**config.mk**
```make
export PLATFORM = sky130hd
export DESIGN_NAME = strict_priority_round_robin_scheduler
export DESIGN_NICKNAME = d
export VERILOG_FILES = /design/src/design/sprr_pkg.sv /design/src/design/sprr_ctrl.sv /design/src/design/sprr_dp.sv /design/src/design/strict_priority_round_robin_scheduler.sv
export SDC_FILE = /design/constraint.sdc
export NUM_CORES = 1
export LEC_CHECK = 0
export ABC_AREA = 1
export BUFFER_PORTS_ARGS = -buffer_cell sky130_fd_sc_hd__buf_4
export CORE_MARGIN = 10
export CORE_UTILIZATION = 42
export DETAILED_ROUTE_END_ITERATION = 8
export PLACE_DENSITY_LB_ADDON = 0.25
export SKIP_CTS_REPAIR_TIMING = 1
export SLEW_MARGIN = 30
export SYNTH_ARGS = -nofsm -noshare
export SYNTH_HDL_FRONTEND = slang
export SYNTH_SLANG_ARGS = --single-unit
export TNS_END_PERCENT = 100
```
**constraint.sdc**
```tcl
create_clock -name clk -period 5.8 [get_ports clk]
set_input_delay 0.87 -clock clk [delete_from_list [all_inputs] [get_ports clk]]
set_output_delay 0.87 -clock clk [all_outputs]
set_load 0.02 [all_outputs]
```
**src/design/sprr_pkg.sv**
```systemverilog
// ----------------------------------------------------------------------------
// sprr_pkg
// Shared types and codes for the strict priority round robin scheduler.
// ----------------------------------------------------------------------------
package sprr_pkg;

  // Table sizes; the port widths of the top level are built for these.
  localparam int ENTITIES = 16;
  localparam int LEVELS   = 8;

  localparam logic [2:0] KIND_ENQ    = 3'd0;
  localparam logic [2:0] KIND_DEQ    = 3'd1;
  localparam logic [2:0] KIND_PICK   = 3'd2;
  localparam logic [2:0] KIND_CHARGE = 3'd3;
  localparam logic [2:0] KIND_SETPRI = 3'd4;
  localparam logic [2:0] KIND_INIT   = 3'd5;

  localparam logic [1:0] ST_OK      = 2'd0;
  localparam logic [1:0] ST_EMPTY   = 2'd1;
  localparam logic [1:0] ST_INVALID = 2'd2;

  localparam logic [31:0] SLICE_DEFAULT = 32'd10000000;

  // Commands from the controller to the datapath.
  typedef struct packed {
    logic load;      // capture the input word
    logic analyze;   // evaluate the operation, set result fields
    logic unlink;    // remove the entity from its current level
    logic relevel;   // write the new level
    logic link;      // append the entity at its level tail
    logic finish;    // queue flag, count and slice updates
  } sprr_cmd_t;

  // Status from the datapath to the controller.
  typedef struct packed {
    logic do_unlink;
    logic do_relevel;
    logic do_link;
  } sprr_stat_t;

endpackage

```
**src/design/sprr_ctrl.sv**
```systemverilog
// ----------------------------------------------------------------------------
// sprr_ctrl
// Sequencer that steps one operation through analyze, unlink, link, finish.
// ----------------------------------------------------------------------------
module sprr_ctrl (
  input  logic                 clk,
  input  logic                 rst,
  input  logic                 in_valid,
  output logic                 in_stall,
  output logic                 out_valid,
  input  logic                 out_stall,
  input  sprr_pkg::sprr_stat_t stat,
  output sprr_pkg::sprr_cmd_t  cmd
);
  import sprr_pkg::*;

  localparam logic [2:0] S_IDLE   = 3'd0;
  localparam logic [2:0] S_ANA    = 3'd1;
  localparam logic [2:0] S_UNLINK = 3'd2;
  localparam logic [2:0] S_LINK   = 3'd3;
  localparam logic [2:0] S_FIN    = 3'd4;
  localparam logic [2:0] S_OUT    = 3'd5;

  logic [2:0] state, state_next;

  assign in_stall  = (state != S_IDLE);
  assign out_valid = (state == S_OUT);

  always_comb begin
    state_next = state;
    cmd = '0;
    unique case (state)
      S_IDLE: begin
        cmd.load = in_valid;
        if (in_valid) state_next = S_ANA;
      end
      S_ANA: begin
        cmd.analyze = 1'b1;
        state_next = S_UNLINK;
      end
      S_UNLINK: begin
        cmd.unlink  = stat.do_unlink;
        cmd.relevel = stat.do_relevel;
        state_next = S_LINK;
      end
      S_LINK: begin
        cmd.link = stat.do_link;
        state_next = S_FIN;
      end
      S_FIN: begin
        cmd.finish = 1'b1;
        state_next = S_OUT;
      end
      S_OUT: begin
        if (!out_stall) state_next = S_IDLE;
      end
      default: state_next = S_IDLE;
    endcase
  end

  always_ff @(posedge clk) begin
    if (rst) state <= S_IDLE;
    else     state <= state_next;
  end

endmodule

```
**src/design/sprr_dp.sv**
```systemverilog
// ----------------------------------------------------------------------------
// sprr_dp
// Link tables, per-entity slices and levels, and the result registers.
// ----------------------------------------------------------------------------
module sprr_dp (
  input  logic                 clk,
  input  logic                 rst,
  input  sprr_pkg::sprr_cmd_t  cmd,
  output sprr_pkg::sprr_stat_t stat,
  input  logic                 slice_we,
  input  logic [31:0]          slice_wdata,
  input  logic [2:0]           kind,
  input  logic [3:0]           entity,
  input  logic [7:0]           prio_level,
  input  logic [31:0]          runtime_ns,
  output logic [1:0]           status,
  output logic [3:0]           picked_entity,
  output logic [2:0]           picked_level,
  output logic                 slice_expired,
  output logic [4:0]           queued_count
);
  import sprr_pkg::*;

  localparam int EW = (ENTITIES > 1) ? $clog2(ENTITIES) : 1;
  localparam int LW = (LEVELS > 1) ? $clog2(LEVELS) : 1;

  logic [31:0]   reload;
  logic [LW-1:0] ent_lvl   [ENTITIES];
  logic [31:0]   slice     [ENTITIES];
  logic [ENTITIES-1:0] onq;
  logic [EW-1:0] nxt       [ENTITIES];
  logic [EW-1:0] prv       [ENTITIES];
  logic [EW-1:0] head      [LEVELS];
  logic [EW-1:0] tail      [LEVELS];
  logic [LEVELS-1:0] nonempty;
  logic [4:0]    count;

  // Captured operation.
  logic [2:0]    op_kind;
  logic [3:0]    op_ent;
  logic [7:0]    op_prio;
  logic [31:0]   op_run;
  logic [EW-1:0] e;
  logic          do_unlink, do_relevel, do_link, do_enq, do_deq, do_slice;
  logic [LW-1:0] new_lvl;

  assign e = op_ent[EW-1:0];
  assign stat = '{do_unlink: do_unlink, do_relevel: do_relevel, do_link: do_link};
  assign queued_count = count;

  // Operation decode.
  logic          ent_ok, expire;
  logic [LW-1:0] clamped;
  always_comb begin
    ent_ok  = ({4'd0, op_ent} < 8'(ENTITIES)) && (op_kind <= KIND_INIT);
    expire  = op_run >= slice[e];
    clamped = ({24'd0, op_prio} > 32'(LEVELS - 1)) ? LW'(LEVELS - 1) : op_prio[LW-1:0];
  end

  // Lowest-numbered non-empty level (level 0 wins over higher levels).
  logic          pick_found;
  logic [LW-1:0] pick_lvl;
  always_comb begin
    pick_found = 1'b0;
    pick_lvl = '0;
    for (int l = LEVELS - 1; l >= 0; l--) begin
      if (nonempty[l]) begin
        pick_found = 1'b1;
        pick_lvl = LW'(l);
      end
    end
  end

  // Unlink fields.
  logic [LW-1:0] ul;
  logic [EW-1:0] up, un;
  logic          is_h, is_t;
  assign ul   = ent_lvl[e];
  assign up   = prv[e];
  assign un   = nxt[e];
  assign is_h = head[ul] == e;
  assign is_t = tail[ul] == e;

  always_ff @(posedge clk) begin
    if (rst) begin
      reload   <= SLICE_DEFAULT;
      onq      <= '0;
      nonempty <= '0;
      count    <= '0;
      for (int i = 0; i < ENTITIES; i++) begin
        ent_lvl[i] <= '0;
        slice[i]   <= '0;
      end
      do_unlink  <= 1'b0;
      do_relevel <= 1'b0;
      do_link    <= 1'b0;
      do_enq     <= 1'b0;
      do_deq     <= 1'b0;
      do_slice   <= 1'b0;
    end else begin
      if (slice_we) reload <= slice_wdata;
      if (cmd.load) begin
        op_kind <= kind;
        op_ent  <= entity;
        op_prio <= prio_level;
        op_run  <= runtime_ns;
      end
      if (cmd.analyze) begin
        do_unlink     <= 1'b0;
        do_relevel    <= 1'b0;
        do_link       <= 1'b0;
        do_enq        <= 1'b0;
        do_deq        <= 1'b0;
        do_slice      <= 1'b0;
        status        <= ST_OK;
        picked_entity <= '0;
        picked_level  <= '0;
        slice_expired <= 1'b0;
        new_lvl       <= clamped;
        if (op_kind == KIND_PICK) begin
          if (pick_found) begin
            picked_entity <= 4'(head[pick_lvl]);
            picked_level  <= 3'(pick_lvl);
          end else begin
            status <= ST_EMPTY;
          end
        end else if (!ent_ok) begin
          status <= ST_INVALID;
        end else begin
          unique case (op_kind)
            KIND_ENQ: begin
              if (onq[e]) status <= ST_INVALID;
              else begin
                do_link <= 1'b1;
                do_enq  <= 1'b1;
              end
            end
            KIND_DEQ: begin
              if (!onq[e]) status <= ST_INVALID;
              else begin
                do_unlink <= 1'b1;
                do_deq    <= 1'b1;
              end
            end
            KIND_CHARGE: begin
              do_slice <= 1'b1;
              if (expire) begin
                slice_expired <= 1'b1;
                do_unlink <= onq[e];
                do_link   <= onq[e];
              end
            end
            KIND_SETPRI: begin
              do_relevel <= 1'b1;
              do_unlink  <= onq[e];
              do_link    <= onq[e];
            end
            KIND_INIT: begin
              if (onq[e]) status <= ST_INVALID;
              else begin
                do_relevel <= 1'b1;
                do_slice   <= 1'b1;
              end
            end
            default: status <= ST_INVALID;
          endcase
        end
      end
      if (cmd.relevel) ent_lvl[e] <= new_lvl;
      if (cmd.unlink) begin
        if (is_h && is_t) nonempty[ul] <= 1'b0;
        else begin
          if (is_h) head[ul] <= un;
          else      nxt[up] <= is_t ? up : un;
          if (is_t) tail[ul] <= up;
          else      prv[un] <= is_h ? un : up;
        end
      end
      if (cmd.link) begin
        if (nonempty[ul]) begin
          nxt[tail[ul]] <= e;
          prv[e] <= tail[ul];
        end else begin
          head[ul] <= e;
          prv[e] <= e;
          nonempty[ul] <= 1'b1;
        end
        nxt[e] <= e;
        tail[ul] <= e;
      end
      if (cmd.finish) begin
        if (do_enq) begin
          onq[e] <= 1'b1;
          count  <= count + 5'd1;
        end
        if (do_deq) begin
          onq[e] <= 1'b0;
          count  <= count - 5'd1;
        end
        if (do_slice) begin
          if (op_kind == KIND_INIT || expire) slice[e] <= reload;
          else slice[e] <= slice[e] - op_run;
        end
      end
    end
  end

endmodule

```
**src/design/strict_priority_round_robin_scheduler.sv**
```systemverilog
// Sequence: the edge that accepts a word starts analyze, then unlink, link and finish
// follow before its result word is offered.
// Flow: no new word is accepted until the result of the last one is taken and the
// sequencer is back in idle; a stalled result holds the sequencer. Reset (rst,
// synchronous): queues empty, levels and slices zero, slice reload back to 10 ms;
// link tables left as they are.
// ----------------------------------------------------------------------------
// strict_priority_round_robin_scheduler
// Strict priority scheduler with a round robin FIFO per level.
// ----------------------------------------------------------------------------
module strict_priority_round_robin_scheduler (
  input  logic        clk,
  input  logic        rst,
  input  logic        cfg_we,
  input  logic [31:0] cfg_wdata,
  input  logic        in_valid,
  output logic        in_stall,
  input  logic [2:0]  kind,
  input  logic [3:0]  entity,
  input  logic [7:0]  prio_level,
  input  logic [31:0] runtime_ns,
  output logic        out_valid,
  input  logic        out_stall,
  output logic [1:0]  status,
  output logic [3:0]  picked_entity,
  output logic [2:0]  picked_level,
  output logic        slice_expired,
  output logic [4:0]  queued_count
);
  import sprr_pkg::*;

  // The controller sequences the operation; the datapath owns the tables and results.
  sprr_cmd_t  cmd;
  sprr_stat_t stat;

  sprr_ctrl u_ctrl (
    .clk(clk), .rst(rst),
    .in_valid(in_valid), .in_stall(in_stall),
    .out_valid(out_valid), .out_stall(out_stall),
    .stat(stat), .cmd(cmd)
  );

  sprr_dp u_dp (
    .clk(clk), .rst(rst), .cmd(cmd), .stat(stat),
    .slice_we(cfg_we), .slice_wdata(cfg_wdata),
    .kind(kind), .entity(entity), .prio_level(prio_level), .runtime_ns(runtime_ns),
    .status(status), .picked_entity(picked_entity), .picked_level(picked_level),
    .slice_expired(slice_expired), .queued_count(queued_count)
  );

endmodule
```
# After elaboration in Yosys (flattened, before gate mapping)
# Memories as Yosys holds them, arrays and structs flattened. A register that Yosys moved wholly into a read port is not among the register bits.
# Cells that the tools add are included.
[classes] n_mux=139 eq_ne=14 bitwise=13 reduce_logical=21 multipliers=0 n_lt_le_gt_ge=7 div=0 n_shift=0 addsub=3
[op_table] op="$mux 1" count=85
[op_table] op="$mux 16" count=4
[op_table] op="$mux 32" count=2
[op_table] op="$mux 4" count=15
[op_table] op="$mux 8" count=5
[op_table] op="$mux 3" count=11
[op_table] op="$ge 32x32->1" count=1
[op_table] op="$reduce_or 32->1" count=1
[op_table] op="$sub 32x32->32" count=1
[op_table] op="$pmux 3 s6" count=1
[op_table] op="$and 16x16->16" count=1
[op_table] op="$not 16->16" count=1
[op_table] op="$or 16x16->16" count=1
[op_table] op="$eq 3x2->1 const B" count=4
[op_table] op="$eq 3x3->1 const B" count=4
[op_table] op="$mux 2" count=5
[op_table] op="$mux 5" count=2
[op_table] op="$reduce_and 2->1" count=5
[op_table] op="$and 8x8->8" count=1
[op_table] op="$eq 4x4->1" count=2
[op_table] op="$gt 8x3->1 const B" count=1
[op_table] op="$not 8->8" count=1
[op_table] op="$or 8x8->8" count=1
[op_table] op="$reduce_or 4->1" count=2
[op_table] op="other kinds (26)" count=40
[totals] regBits=126 ramBits=752 inputBits=84 latch_bits=0 memories=6 output_inout_bits=17 word_cells=222 romBits=0
[mem_list] memory="u_dp.slice" depth=16 width=32 read_ports=1 rd_ports_with_merged_regs=1 wr=16 line="sprr_dp.sv:29" rtl="logic [31:0] slice [ENTITIES];"
[mem_list] memory="u_dp.nxt" depth=16 width=4 read_ports=1 rd_ports_with_merged_regs=1 wr=2 line="sprr_dp.sv:31" rtl="logic [EW-1:0] nxt [ENTITIES];"
[mem_list] memory="u_dp.prv" depth=16 width=4 read_ports=1 rd_ports_with_merged_regs=1 wr=1 line="sprr_dp.sv:32" rtl="logic [EW-1:0] prv [ENTITIES];"
[mem_list] memory="u_dp.ent_lvl" depth=16 width=3 read_ports=1 rd_ports_with_merged_regs=1 wr=16 line="sprr_dp.sv:28" rtl="logic [LW-1:0] ent_lvl [ENTITIES];"
[mem_list] memory="u_dp.head" depth=8 width=4 read_ports=2 rd_ports_with_merged_regs=1 wr=1 line="sprr_dp.sv:33" rtl="logic [EW-1:0] head [LEVELS];"
[mem_list] memory="u_dp.tail" depth=8 width=4 read_ports=1 rd_ports_with_merged_regs=0 wr=1 line="sprr_dp.sv:34" rtl="logic [EW-1:0] tail [LEVELS];"

# Longest topological paths before layout
[logic_depth] word_depth=12 depth_mapped=30 depth_no_buf=22

# Hierarchy
# Synthesis repeated with hierarchy kept, for this count alone.
[unflattened] hier_cells=4593 area_unflattened_um2=43590.6
[by_module_without_submodules] mod="sprr_dp" area_each_um2=43382.9 cells_each=4557 seq_area_each_um2=25804.7 instances=1
[by_module_without_submodules] mod="sprr_ctrl" area_each_um2=207.7 cells_each=36 seq_area_each_um2=60.1 instances=1

# Worst setup path before layout
# Ideal clock, no wire load.
[synth_timing] kind="input -> register" startpoint="input rst" endpoint="register u_dp.op_ent[0], in the netlist u_dp.e[0] (enable)" required_ps=5275 n_path_buf=1 cell_stages=2 slack_ps=618 arrival_ps=4657 setup_ps=525 path_cell_list="clkbuf_1 -> nor3_1"
[synth_between] elab_chain_len=2
[synth_lines] item="from (decl)" line="strict_priority_round_robin_scheduler.sv:13" rtl="input logic rst,"
[synth_lines] item="$not 1->1 (no line)"
[synth_lines] item="$reduce_and 2->1 (no line)"
[synth_lines] item="to (signal assigned)" line="sprr_dp.sv:104" rtl="op_ent <= entity;"
[synth_lines] item="to (decl)" line="sprr_dp.sv:40" rtl="logic [3:0] op_ent;"
# Every way passes these cells.
# A chain may end at the register's enable or synchronous reset.

==> results.py <==
metrics = {
    "pwr": {
        "power_density_nw_per_um2": 337,
        "comb_power_share_pct": 17.1,
        "p_clk_share_pct": 36.8,
        "seq_power_share_pct": 46.1,
        "power_switching_w": 0.00459,
        "p_int_w": 0.0113,
        "peakVddDrop_mv": 0.251,
        "leakage_nw": 17.3,
        "sw_frac_of_total_pct": 28.9,
    },
    "critical_path": {
        "worstSetupEndpointType": "flop",
        "cp.required_ns": 6.17,
        "crit_path_start_kind": "flop",
        "critPathKind": "reg -> reg",
        "max_stage_delay_ns": 0.57,
        "arrival_ns": 5.77,
        "crit_path_top_delay_cell": "nand2_1",
        "path_common_cell": "nand2_1",
        "path_max_fanout": 64,
        "crit_chain": "inv_8 > o21ai_0 > o221ai_1 > o211ai_1 > nand2_1 > inv_1 > ha_1 > fa_1 > nand3b_1 > nand2_1 > a21oi_2 > o21ai_2 > a21boi_1 > o21ai_2 > nand2_1 > nand2_1 > nand2_1 > nor3_4 > nand3_2 > buf_4 > nand2_1 > a21oi_1",
    },
    "clock_network": {
        "clock_latency_ns": 0.66,
        "cts_buffers": 90,
        "clk_pin_slew_ns": 0.06,
        "clkSinkCount": 886,
        "clock_path_buffers": 3,
        "cts_root_buffer": "clkbuf_16",
        "cts_tree": "built",
        "htreeDepth": 3,
    },
    "synthesis": {
        "synth_edf_count": 812,
        "synth_area_um2": 42400,
        "synthMuxAreaShare_pct": 0,
        "post_synth.cell_area_avg_um2": 10.0,
        "syn-instance-count": 4234,
        "synthXorXnorAreaFrac_pct": 0.661,
        "synth-simple-area-share_pct": 14.8,
        "synth-seq-cells": 886,
        "synth_nets": 4355,
        "synth_top_family_by_area": "compound AO/OA/AOI/OAI gates",
        "synthAdderAreaFrac_pct": 1.13,
        "ys_types": 54,
        "yosysSeqAreaShare_pct": 61.0,
        "yosys_warnings": 0,
        "synth_top_flop_cell": "edfxtp_1",
        "async_reset_ff_share_pct": 0,
        "synth-compound-area-share_pct": 16.9,
    },
    "route": {
        "remaining_drc_errors": 0,
        "drt-vias-per-instance": 6.01,
        "routedWlPerCell_um": 24.5,
        "first_iter_violations": 4484,
        "drtAntennaViolNets": 0,
        "finalWirelength_mm": 137,
        "via_count": 33500,
        "drtPass1Iterations": 6,
    },
    "sta": {
        "slew_viol_final": 0,
        "clock_skew_ns": 0.0219,
        "max_clock_freq_ghz": 0.185,
        "relSlewSlack_pct": 36.5,
        "fin_crit_sh_pct": 93.1,
        "worst_pin_slew_ns": 0.949,
        "rsz0062_at_grt": "false",
        "finalWorstPathRequiredPeriod_ns": 5.40,
        "finalSetupViolations": 0,
        "final_hold_viol_count": 0,
        "setup_tns_ns": 0,
    },
    "placed_design": {
        "gp_congestion": 0.916,
        "dpl.cell_count": 5403,
        "io_buffers": 100,
        "hpwl_mm": 80.2,
    },
    "global_routing": {
        "grt_overflow_total": 0,
        "globalRouteTotalUtil_pct": 23.4,
        "grt_max_degree": 128,
        "grt_pass1_vias": 31800,
        "grt_antenna_before_repair": 2,
        "grt_pass1_wl_mm": 204,
    },
    "job": {
        "cap_violations": 0,
    },
    "floorplanning": {
        "die_area_um2": 114000,
        "coreArea_um2": 100000,
        "die_x_um": 338,
        "io_pins": 101,
        "start_util_pct": 42.4,
        "rows": 116,
        "die_y_um": 338,
    },
    "layout": {
        "final_nets": 4320,
        "final-instance-count-excl-fill": 5575,
        "drive_gt1_share_pct": 10.1,
        "finish.utilization_pct": 47.1,
        "area_growth_pct": 11.3,
    },
    "run_status": {
        "outcome": "finished clean",
    },
    "worst_hold_path": {
        "hp-class": "in -> reg",
    },
}
==> cell usage after synthesis (6+ instances only) <==
cell      instances  share of area (%)
nand4_2           6               0.18
buf_6            12               0.32
edfxtp_1        812                 57
nand2_1         540                4.8
nand4_4          20                1.0
a211oi_1         18               0.32
o21ai_1          17               0.20
o221ai_1        117                2.4
nor3_1           20               0.24
buf_1            13               0.12
dfxtp_1          74                3.5
nand3_1         158                1.9
xor2_1           23               0.47
o211ai_1         54               0.96
o21ai_0         414                4.9
buf_4            40               0.71
inv_1           216                1.9
nand2_2           8               0.12
clkbuf_1        208                1.8
nand3_2           7               0.17
buf_2            46               0.54
ha_1             35                1.0
xnor2_1           9               0.19
nand3b_1          7               0.12
a21oi_1         568                6.7
inv_2            11              0.097
nand4_1           9               0.13
o22ai_1          54               0.80
nor2_1          661                5.8
==> worst max-delay path, delay by kind of cell, from the launching register on <==
kind | cells | cell delay, ns
AO/OA/AOI/OAI | 8 | 1.25
flip-flops | 1 | 0.47
AND/OR/NAND/NOR | 9 | 1.92
adder cells (fa/ha/maj) | 2 | 0.64
buffers and inverters | 3 | 0.79
==> logic make-up (layout without fill, tap and decap cells) <==
family | count (synthesis) | after routing
AOI/OAI and AO/OA | 1275 | 1275
xor gates and xnor gates | 32 | 32
adders and majority gates | 37 | 37
buffers and inverters | 552 | 594
DFF | 886 | 886
other | 0 | 1
and+or+nand+nor | 1452 | 1452
==> final timing paths <==
kind	start	endpoint	slack (ns)	cells past startpoint
worst max register to register	flop	u_dp.slice[14][12]	0.40	22
worst min-delay path	runtime_ns[16]	u_dp.op_run[16]	0.38	1
worst min register to register	u_dp.reload[12]	u_dp.reload[12]	0.46	2
worst max-delay path	flop	u_dp.slice[14][12]	0.40	22
==> cell usage in the layout (no fill, tap or decap), drive strengths merged, types with 2 or more instances in the layout <==
master,instances
edfxtp,812
nor2,667
a21oi,569
nand2,549
o21ai,435
inv,234
buf,192
nand3,165
o221ai,117
clkbuf,117
dfxtp,74
o22ai,54
o211ai,54
clkinv,38
ha,35
nand4,35
xor2,23
nor3,22
a211oi,18
xnor2,9
nand3b,7
bufinv,7
clkinvlp,6
a22oi,5
a21o,5
o21a,4
nor4,4
a22o,4
a31oi,3
nor3b,2
fa,2
a21boi,2
==> layer usage <==
layer | global-route usage (%) | share of wire (%) | wire length, µm | vias to the layer above
met5 | 0 | 0.020 | 27 | -
met4 | 7.24 | 2.7 | 3640 | 4
met3 | 4.03 | 10 | 14200 | 250
met2 | 36.4 | 45 | 61800 | 1846
met1 | 33.2 | 42 | 57100 | 16300
li1 | - | - | - | 15100
==> power groups by stage <==
stage          sequential, W  combinational, W  clock [W]
4_1_cts              0.00733           0.00267    0.00591
3_5_place_dp         0.00746           0.00266          0
6_report             0.00733           0.00273    0.00586
2_1_floorplan        0.00743           0.00181          0
5_1_grt              0.00735           0.00297    0.00615
3_3_place_gp         0.00746           0.00265          0
==> sequential cells by signal (all words and copies together), names as in the netlist, 2 cells and up, named ones only <==
register,flops
u_dp.slice,512
u_dp.nxt,64
u_dp.prv,64
u_dp.ent_lvl,48
u_dp.head,32
u_dp.op_run,32
u_dp.reload,32
u_dp.tail,32
u_dp.onq,16
u_dp.nonempty,8
u_dp.op_prio,8
u_dp.queued_count,5
u_dp.e,4
u_dp.picked_entity,4
u_ctrl.state,3
u_dp.new_lvl,3
u_dp.op_kind,3
u_dp.picked_level,3
u_dp.status,2
==> metrics by stage <==
step / hold slack, ns / instance area, µm² / worst slack, ns / power (W)
finish: 0.381 / 47200 / 0.402 / 0.0159
global route: 0.375 / 47200 / 0.101 / 0.0165
CTS: 0.355 / 47200 / 0.129 / 0.0159
detailed placement: 0.444 / 44200 / 0.159 / 0.0101
global placement: 0.442 / 44200 / 0.323 / 0.0101
floorplan: 0.429 / 42400 / 0.618 / 0.00924
==> area by class of cell <==
class	count	area, µm²
well taps	1298	1620
flip-flops and latches	886	25900
repair buffers	192	1550
fillers	9329	52900
diodes	1	2.50
inverters	233	890
clock inverters	52	470
clock buffers	117	2480
multi-input cells	2796	14300
Note: power is estimated with default switching activity, not from simulation.
